[src/hdl/wppd_pkg.sv]
// Shared types and constants of the windowed peak-to-peak detector.
// Used by the window cells, the top level and the checker; depends on nothing.
package wppd_pkg;

	localparam int SAMPLE_BITS        = 24;
	localparam int MAX_SEPARATION_DEF = 32;
	localparam int CFG_BITS           = 6;
	localparam logic [CFG_BITS-1:0] MIN_SEP_RESET = 6'd4;

	typedef struct packed {
		logic signed [SAMPLE_BITS-1:0] sample;
		logic                          record_end;
	} in_item_t;

	typedef struct packed {
		logic [SAMPLE_BITS-1:0] peak_to_peak;
		logic                   is_end_marker;
	} out_item_t;

	typedef enum logic [2:0] {
		ST_IDLE,
		ST_SEL,
		ST_CMP,
		ST_DEC,
		ST_END
	} state_t;

	typedef struct packed {
		logic                          shift;
		logic                          cmp;
		logic                          up;
		logic signed [SAMPLE_BITS-1:0] cur;
	} cell_ctl_t;

endpackage

[src/hdl/wppd_cell.sv]
// One window cell: holds one sample, shifts to its neighbor on a new request,
// and checks its sample against the broadcast candidate. Depends on wppd_pkg.
module wppd_cell #(
	parameter int IDX = 0,
	parameter int IW  = 6
) (
	input  logic                                   clk,
	input  wppd_pkg::cell_ctl_t                    ctl,
	input  logic signed [wppd_pkg::SAMPLE_BITS-1:0] din,
	input  logic [IW-1:0]                          k,
	input  logic [IW-1:0]                          lo,
	input  logic [IW-1:0]                          hi,
	output logic signed [wppd_pkg::SAMPLE_BITS-1:0] val,
	output logic signed [wppd_pkg::SAMPLE_BITS-1:0] rd_cur,
	output logic signed [wppd_pkg::SAMPLE_BITS-1:0] rd_nxt,
	output logic                                   fail
);

	logic signed [wppd_pkg::SAMPLE_BITS-1:0] val_q;
	logic signed [wppd_pkg::SAMPLE_BITS-1:0] cur_v;
	logic                                    fail_q;
	logic                                    in_range;
	logic                                    sel_cur;
	logic                                    sel_nxt;

	assign cur_v    = ctl.cur;
	assign in_range = (int'(lo) <= IDX) && (int'(hi) >= IDX);
	assign sel_cur  = (int'(k) == IDX);
	assign sel_nxt  = (int'(k) == IDX + 1);

	always_ff @(posedge clk) begin
		if (ctl.shift) begin
			val_q <= din;
		end
		if (ctl.cmp) begin
			fail_q <= in_range && (ctl.up ? (val_q > cur_v) : (val_q < cur_v));
		end
	end

	assign val    = val_q;
	assign rd_cur = sel_cur ? val_q : '0;
	assign rd_nxt = sel_nxt ? val_q : '0;
	assign fail   = fail_q;

endmodule

[src/hdl/windowed_peak_to_peak_detector.sv]
// Windowed peak-to-peak detector: chain of 2*MAX_SEPARATION window cells plus judging sequencer.
// Depends on wppd_pkg and wppd_cell.
// Throughput: one sample per cycle while no candidate is due; when one is judged, new samples
// stall through select, compare in all cells and decide, which waits on out_stall; end of record
// flushes each remaining candidate through select, compare and decide, then writes the end marker.
// Reset (arst_n low, async): record state cleared, min_separation = 4; window cells not cleared.
module windowed_peak_to_peak_detector #(
	parameter int MAX_SEPARATION = wppd_pkg::MAX_SEPARATION_DEF
) (
	input  logic                              clk,
	input  logic                              arst_n,
	input  logic                              in_valid,
	output logic                              in_stall,
	input  wppd_pkg::in_item_t                in_data,
	output logic                              out_valid,
	input  logic                              out_stall,
	output wppd_pkg::out_item_t               out_data,
	input  logic                              cfg_valid,
	output logic                              cfg_ready,
	input  logic [wppd_pkg::CFG_BITS-1:0]     cfg_data
);

	localparam int SB    = wppd_pkg::SAMPLE_BITS;
	localparam int DEPTH = 2 * MAX_SEPARATION;
	localparam int IW    = (DEPTH > 1) ? $clog2(DEPTH) : 1;
	localparam int MW    = $clog2(MAX_SEPARATION + 1);
	localparam int CW    = $clog2(DEPTH + 1);

	wppd_pkg::state_t state_q, state_d;

	logic [CW-1:0]                 seen_q;
	logic [CW-1:0]                 n_q;
	logic                          last_q;
	logic [MW-1:0]                 k_q;
	logic                          up_q;
	logic                          pend_q;
	logic [wppd_pkg::CFG_BITS-1:0] msep_q;
	logic signed [SB-1:0]          held_q;
	logic signed [SB-1:0]          cur_s1;
	logic signed [SB-1:0]          nxt_s1;
	logic [IW-1:0]                 lo_s1;
	logic [IW-1:0]                 hi_s1;
	wppd_pkg::out_item_t           out_q;
	logic                          out_vld_q;

	logic [MW-1:0]        m;
	logic [MW-1:0]        d;
	logic [IW-1:0]        lo_c;
	logic [IW-1:0]        hi_c;
	logic                 accept;
	logic                 out_free;
	logic                 cand;
	logic                 take;
	logic                 emit_pair;
	logic                 dec_done;
	logic                 wr_end;
	logic                 wr;
	logic signed [SB:0]   diff;
	logic [SB:0]          mag;
	logic signed [SB-1:0] cur_bus;
	logic signed [SB-1:0] nxt_bus;

	wppd_pkg::cell_ctl_t  ctl;
	logic signed [SB-1:0] val    [DEPTH];
	logic signed [SB-1:0] rd_cur [DEPTH];
	logic signed [SB-1:0] rd_nxt [DEPTH];
	logic [DEPTH-1:0]     fail;

	assign cfg_ready = 1'b1;

	always_comb begin
		m = (int'(msep_q) > MAX_SEPARATION) ? MW'(MAX_SEPARATION) : MW'(msep_q);
		d = (m > MW'(1)) ? m - MW'(1) : MW'(1);
	end

	// window bounds for candidate k: [max(k+1-m,0), min(k+m,n)]
	always_comb begin
		int kv;
		int mv;
		int nv;
		kv   = int'(k_q);
		mv   = int'(m);
		nv   = int'(n_q);
		hi_c = IW'((kv + mv < nv) ? kv + mv : nv);
		lo_c = IW'((kv + 1 > mv) ? kv + 1 - mv : 0);
	end

	assign ctl.shift = accept;
	assign ctl.cmp   = (state_q == wppd_pkg::ST_CMP);
	assign ctl.up    = up_q;
	assign ctl.cur   = cur_s1;

	for (genvar i = 0; i < DEPTH; i++) begin : g_cell
		wppd_cell #(
			.IDX (i),
			.IW  (IW)
		) u_cell (
			.clk    (clk),
			.ctl    (ctl),
			.din    ((i == 0) ? in_data.sample : val[(i == 0) ? 0 : i - 1]),
			.k      (IW'(k_q)),
			.lo     (lo_s1),
			.hi     (hi_s1),
			.val    (val[i]),
			.rd_cur (rd_cur[i]),
			.rd_nxt (rd_nxt[i]),
			.fail   (fail[i])
		);
	end

	always_comb begin
		cur_bus = '0;
		nxt_bus = '0;
		for (int i = 0; i < DEPTH; i++) begin
			cur_bus = cur_bus | rd_cur[i];
			nxt_bus = nxt_bus | rd_nxt[i];
		end
	end

	always_comb begin
		cand      = up_q ? (nxt_s1 < cur_s1) : (nxt_s1 > cur_s1);
		take      = cand && !(|fail);
		emit_pair = take && pend_q;
		diff      = {held_q[SB-1], held_q} - {cur_s1[SB-1], cur_s1};
		mag       = diff[SB] ? (SB+1)'(-diff) : (SB+1)'(diff);
	end

	assign in_stall = (state_q != wppd_pkg::ST_IDLE);
	assign accept   = in_valid && !in_stall;
	assign out_free = !out_vld_q || !out_stall;

	always_comb begin
		state_d  = state_q;
		dec_done = 1'b0;
		wr_end   = 1'b0;
		case (state_q)
			wppd_pkg::ST_IDLE: begin
				if (accept) begin
					if (seen_q >= CW'(d)) begin
						state_d = wppd_pkg::ST_SEL;
					end else if (in_data.record_end && seen_q != '0) begin
						state_d = wppd_pkg::ST_SEL;
					end else if (in_data.record_end) begin
						state_d = wppd_pkg::ST_END;
					end
				end
			end
			wppd_pkg::ST_SEL: state_d = wppd_pkg::ST_CMP;
			wppd_pkg::ST_CMP: state_d = wppd_pkg::ST_DEC;
			wppd_pkg::ST_DEC: begin
				if (!emit_pair || out_free) begin
					dec_done = 1'b1;
					if (last_q && k_q > MW'(1)) begin
						state_d = wppd_pkg::ST_SEL;
					end else if (last_q) begin
						state_d = wppd_pkg::ST_END;
					end else begin
						state_d = wppd_pkg::ST_IDLE;
					end
				end
			end
			wppd_pkg::ST_END: begin
				if (out_free) begin
					wr_end  = 1'b1;
					state_d = wppd_pkg::ST_IDLE;
				end
			end
			default: state_d = wppd_pkg::ST_IDLE;
		endcase
	end

	assign wr = (dec_done && emit_pair) || wr_end;

	always_ff @(posedge clk or negedge arst_n) begin
		if (!arst_n) begin
			state_q   <= wppd_pkg::ST_IDLE;
			seen_q    <= '0;
			n_q       <= '0;
			last_q    <= 1'b0;
			k_q       <= '0;
			up_q      <= 1'b0;
			pend_q    <= 1'b0;
			msep_q    <= wppd_pkg::MIN_SEP_RESET;
			out_vld_q <= 1'b0;
		end else begin
			state_q <= state_d;
			if (cfg_valid && cfg_ready) begin
				msep_q <= cfg_data;
			end
			if (accept) begin
				n_q    <= seen_q;
				last_q <= in_data.record_end;
				k_q    <= (seen_q >= CW'(d)) ? d : MW'(seen_q);
				if (seen_q == CW'(1)) begin
					up_q <= in_data.sample > val[0];
				end
				if (in_data.record_end) begin
					seen_q <= '0;
				end else if (seen_q < CW'(DEPTH)) begin
					seen_q <= seen_q + CW'(1);
				end
			end
			if (dec_done) begin
				k_q <= k_q - MW'(1);
				if (take) begin
					up_q   <= !up_q;
					pend_q <= !pend_q;
				end
			end
			if (wr_end) begin
				up_q   <= 1'b0;
				pend_q <= 1'b0;
			end
			if (wr) begin
				out_vld_q <= 1'b1;
			end else if (!out_stall) begin
				out_vld_q <= 1'b0;
			end
		end
	end

	always_ff @(posedge clk) begin
		if (state_q == wppd_pkg::ST_SEL) begin
			cur_s1 <= cur_bus;
			nxt_s1 <= nxt_bus;
			lo_s1  <= lo_c;
			hi_s1  <= hi_c;
		end
		if (dec_done && take && !pend_q) begin
			held_q <= cur_s1;
		end
		if (wr_end) begin
			out_q.peak_to_peak  <= '0;
			out_q.is_end_marker <= 1'b1;
		end else if (dec_done && emit_pair) begin
			out_q.peak_to_peak  <= mag[SB-1:0];
			out_q.is_end_marker <= 1'b0;
		end
	end

	assign out_valid = out_vld_q;
	assign out_data  = out_q;

endmodule

[config.mk]
export PLATFORM = sky130hd
export DESIGN_NAME = windowed_peak_to_peak_detector
export DESIGN_NICKNAME = d
export VERILOG_FILES = /design/src/hdl/wppd_pkg.sv /design/src/hdl/wppd_cell.sv /design/src/hdl/windowed_peak_to_peak_detector.sv
export SDC_FILE = /design/constraint.sdc
export NUM_CORES = 2
export LEC_CHECK = 0
export BUFFER_PORTS_ARGS = -buffer_cell sky130_fd_sc_hd__buf_4
export CAP_MARGIN = 0
export CORE_ASPECT_RATIO = 0.5
export CORE_MARGIN = 8
export CORE_UTILIZATION = 35
export CTS_BUF_LIST = sky130_fd_sc_hd__clkbuf_4
export DETAILED_ROUTE_END_ITERATION = 8
export PLACE_DENSITY = 0.47
export SYNTH_ARGS = -nofsm -noshare
export SYNTH_HDL_FRONTEND = slang
export SYNTH_HIERARCHICAL = 1
export SYNTH_SLANG_ARGS = --single-unit
export TNS_END_PERCENT = 30
[constraint.sdc]
create_clock -name clk -period 62.3 [get_ports clk]
set_input_delay 6.23 -clock clk [delete_from_list [all_inputs] [get_ports clk]]
set_output_delay 6.23 -clock clk [all_outputs]
set_load 0.01 [all_outputs]
==> results_dict.tcl <==
set metrics [dict create \
    initial_utilization_pct 35.1 \
    crit_arrival_ns 10.80 \
    drive_gt1_share_pct 11.8 \
    grt.total_usage_pct 28.4 \
    worst-path-max-fanout 152 \
    grt_pass1_vias 104000 \
    avgSynthCellArea_um2 9.86 \
    fmax_ghz 0.102 \
    clock_sinks 1742 \
    hold_violations 0 \
    layoutNonFillerInstCount 19400 \
    drt-initial-drc-count 13500 \
    die_h_um 450 \
    synthArstFlopShare_pct 1.89 \
    synth-main-ff-cell "edfxtp_1" \
    pre_cts_slack_ns 51.08 \
    finalWirelength_um 594000 \
    fin_ws_ns 52.45 \
    rsz0062_at_grt "false" \
    yosys_warnings 6 \
    endpoint_kind "flip-flop" \
    r2r_start "k_q[0]$_DFFE_PN0P_" \
    vias 112000 \
    peakVddDrop_mv 0.0281 \
    crit_required_ns 63.25 \
    drc 0 \
    design.die.area_mm2 0.397 \
    final_common_cell "and2_1" \
    ys_seq_area_share_pct 39.4 \
    pin_count 64 \
    min_period_over_period_pct 15.8 \
    wire_per_inst_um 30.7 \
    postLayoutCoreUtil_pct 39.1 \
    cts_tree "built" \
    rows 159 \
    core_mm2 0.375 \
    violations "max-capacitance violations" \
    tns_ns 0 \
    antenna_left 0 \
    drt_first_pass_iters 8 \
    synth_area_mm2 0.132 \
    path_clk_slew_ns 0.08 \
    port_buffers 62 \
    placed_cell_area_mm2 0.141 \
    r2r_cells 9 \
    holdWs_ns 0.303 \
    maxCapViolations 1 \
    most-common-layout-cells "and2_1 (2833), inv_1 (1709), edfxtp_1 (1684)" \
    fin_area_mm2 0.147 \
    post_cts_buffers 0 \
    place_congestion 0.943 \
    worstSetupStartpointType "primary input" \
    min_to "g_cell[39].u_cell/val[0]$_DFFE_PP_" \
    synth_edf_count 1684 \
    dp_hpwl_um 444000 \
    root_buffer "clkbuf_4" \
    reg2reg_setup_slack_ns 55.52 \
    ys_ff_latch 1742 \
    grt_pass1_wl_um 807000 \
    slew_viol_final 0 \
    overflow 0 \
    period_needed_ns 9.85 \
    fin_nets 15500 \
    die_w_um 884 \
    slew_headroom_pct 1.96 \
    ctsHoldBuffers 0 \
    p_per_area_mw_per_mm2 40.1 \
    dp.cells 18400 \
    grt_max_degree 159 \
    status "complete, but fails checks" \
    fin_total_pwr_mw 5.88 \
    routed_via_density 5.80 \
    ys_types 140 \
    cts.repair.resized 0 \
    clkLatencyLatePin_ns 1.53 \
    syn_inst 13400 \
    cts_buffer_depth 4 \
    min_path_type "flip-flop to flip-flop" \
    fin_skew_ns 0.215 \
    min_from "g_cell[38].u_cell/val[0]$_DFFE_PP_" \
    cts_made_buffers 459 \
    whs_path_depth 0 \
    tightestPinTransition_ns 1.46 \
    power.leakage_nw 62.4 \
    rr_endpoint "nxt_s1[11]$_DFFE_PP_" \
    antenna_found_initial 122 \
    finalSetupViolCount 0 \
    path_class "primary input to flip-flop" \
    h-tree-depth 5 \
    area_growth_pct 11.3 \
]
-- worst max-delay path: stages --
cell     delay [ns]
buf_4          0.09
nand2_1        0.36
inv_8          0.61
buf_4          0.81
buf_4          0.75
buf_12         0.60
buf_4          0.89
-- worst max path at each step --
stage	end	startpoint
3_3_place_gp	g_cell[37].u_cell/val[17]$_DFFE_PP_	in_valid
4_1_cts	g_cell[37].u_cell/val[17]$_DFFE_PP_	in_valid
3_5_place_dp	g_cell[37].u_cell/val[17]$_DFFE_PP_	in_valid
6_report	g_cell[37].u_cell/val[17]$_DFFE_PP_	in_valid
2_1_floorplan	seen_q[6]$_DFFE_PN0P_	in_valid
5_1_grt	g_cell[37].u_cell/val[17]$_DFFE_PP_	in_valid
-- power by group --
part	switching (mW)	total, mW	leakage [nW]	internal (mW)
Clock	0.568	1.07	3.40	0.498
Combinational	1.79	2.58	43.8	0.787
Sequential	0.496	2.23	15.2	1.74
-- cells by family (layout without fill, tap and decap cells) --
family                   count (synthesis)  after routing  synth area share, %
AND/OR/NAND/NOR                       6079           6079                 29.4
flip-flops                            1742           1742                 39.4
XOR/XNOR                                47             47                0.318
multiplexers                            34             34                0.273
adder cells (fa/ha/maj)               1643           1643                 15.6
AO/OA/AOI/OAI                         1773           1773                 8.99
buffers and inverters                 2035           2868                 5.97
other                                    2            177              0.00570
-- cell type report --
type | count | area [um^2]
diodes | 152 | 380
clock buffers | 645 | 4840
clock inverters | 161 | 831
fillers | 36900 | 228000
inverters | 1711 | 6430
multi-input cells | 9601 | 72900
flip-flops and latches | 1742 | 51900
well taps | 4991 | 6240
repair buffers | 351 | 3010
-- routing by layer --
metal | part of all wire (%) | track usage [%]
met4 | 4.4 | 11.2
met2 | 37 | 36.9
met1 | 47 | 42.3
met5 | 0.041 | 0.489
met3 | 12 | 9.19
-- state kept, by name, summed over array words and instances, names as in the netlist, 3 cells and up --
register / count
cur_s1: 24
g_cell.u_cell/fail: 64
g_cell.u_cell/val: 1536
held_q: 24
hi_s1: 6
k_q: 6
lo_s1: 6
msep_q: 6
n_q: 7
nxt_s1: 24
out_data: 25
seen_q: 7
state_q: 3
-- cells in the mapped netlist, drive strengths merged (59+ instances only) --
cell type	n	area, um^2
nor3b	66	611
nand4	616	5020
inv	1709	6410
nor3	184	1030
a21oi	760	3870
and3	208	1320
ha	1640	20500
a21o	150	1130
or4	73	563
o31ai	59	617
o211ai	91	908
nor2	252	948
nand2b	72	518
nand3	217	1160
clkbuf	267	1010
o21ai	274	1390
and2	2849	17800
edfxtp	1684	50600
a21boi	92	691
nor4	882	6150
nor2b	108	743
nand2	406	1520
(Power assumes the default switching activity.)
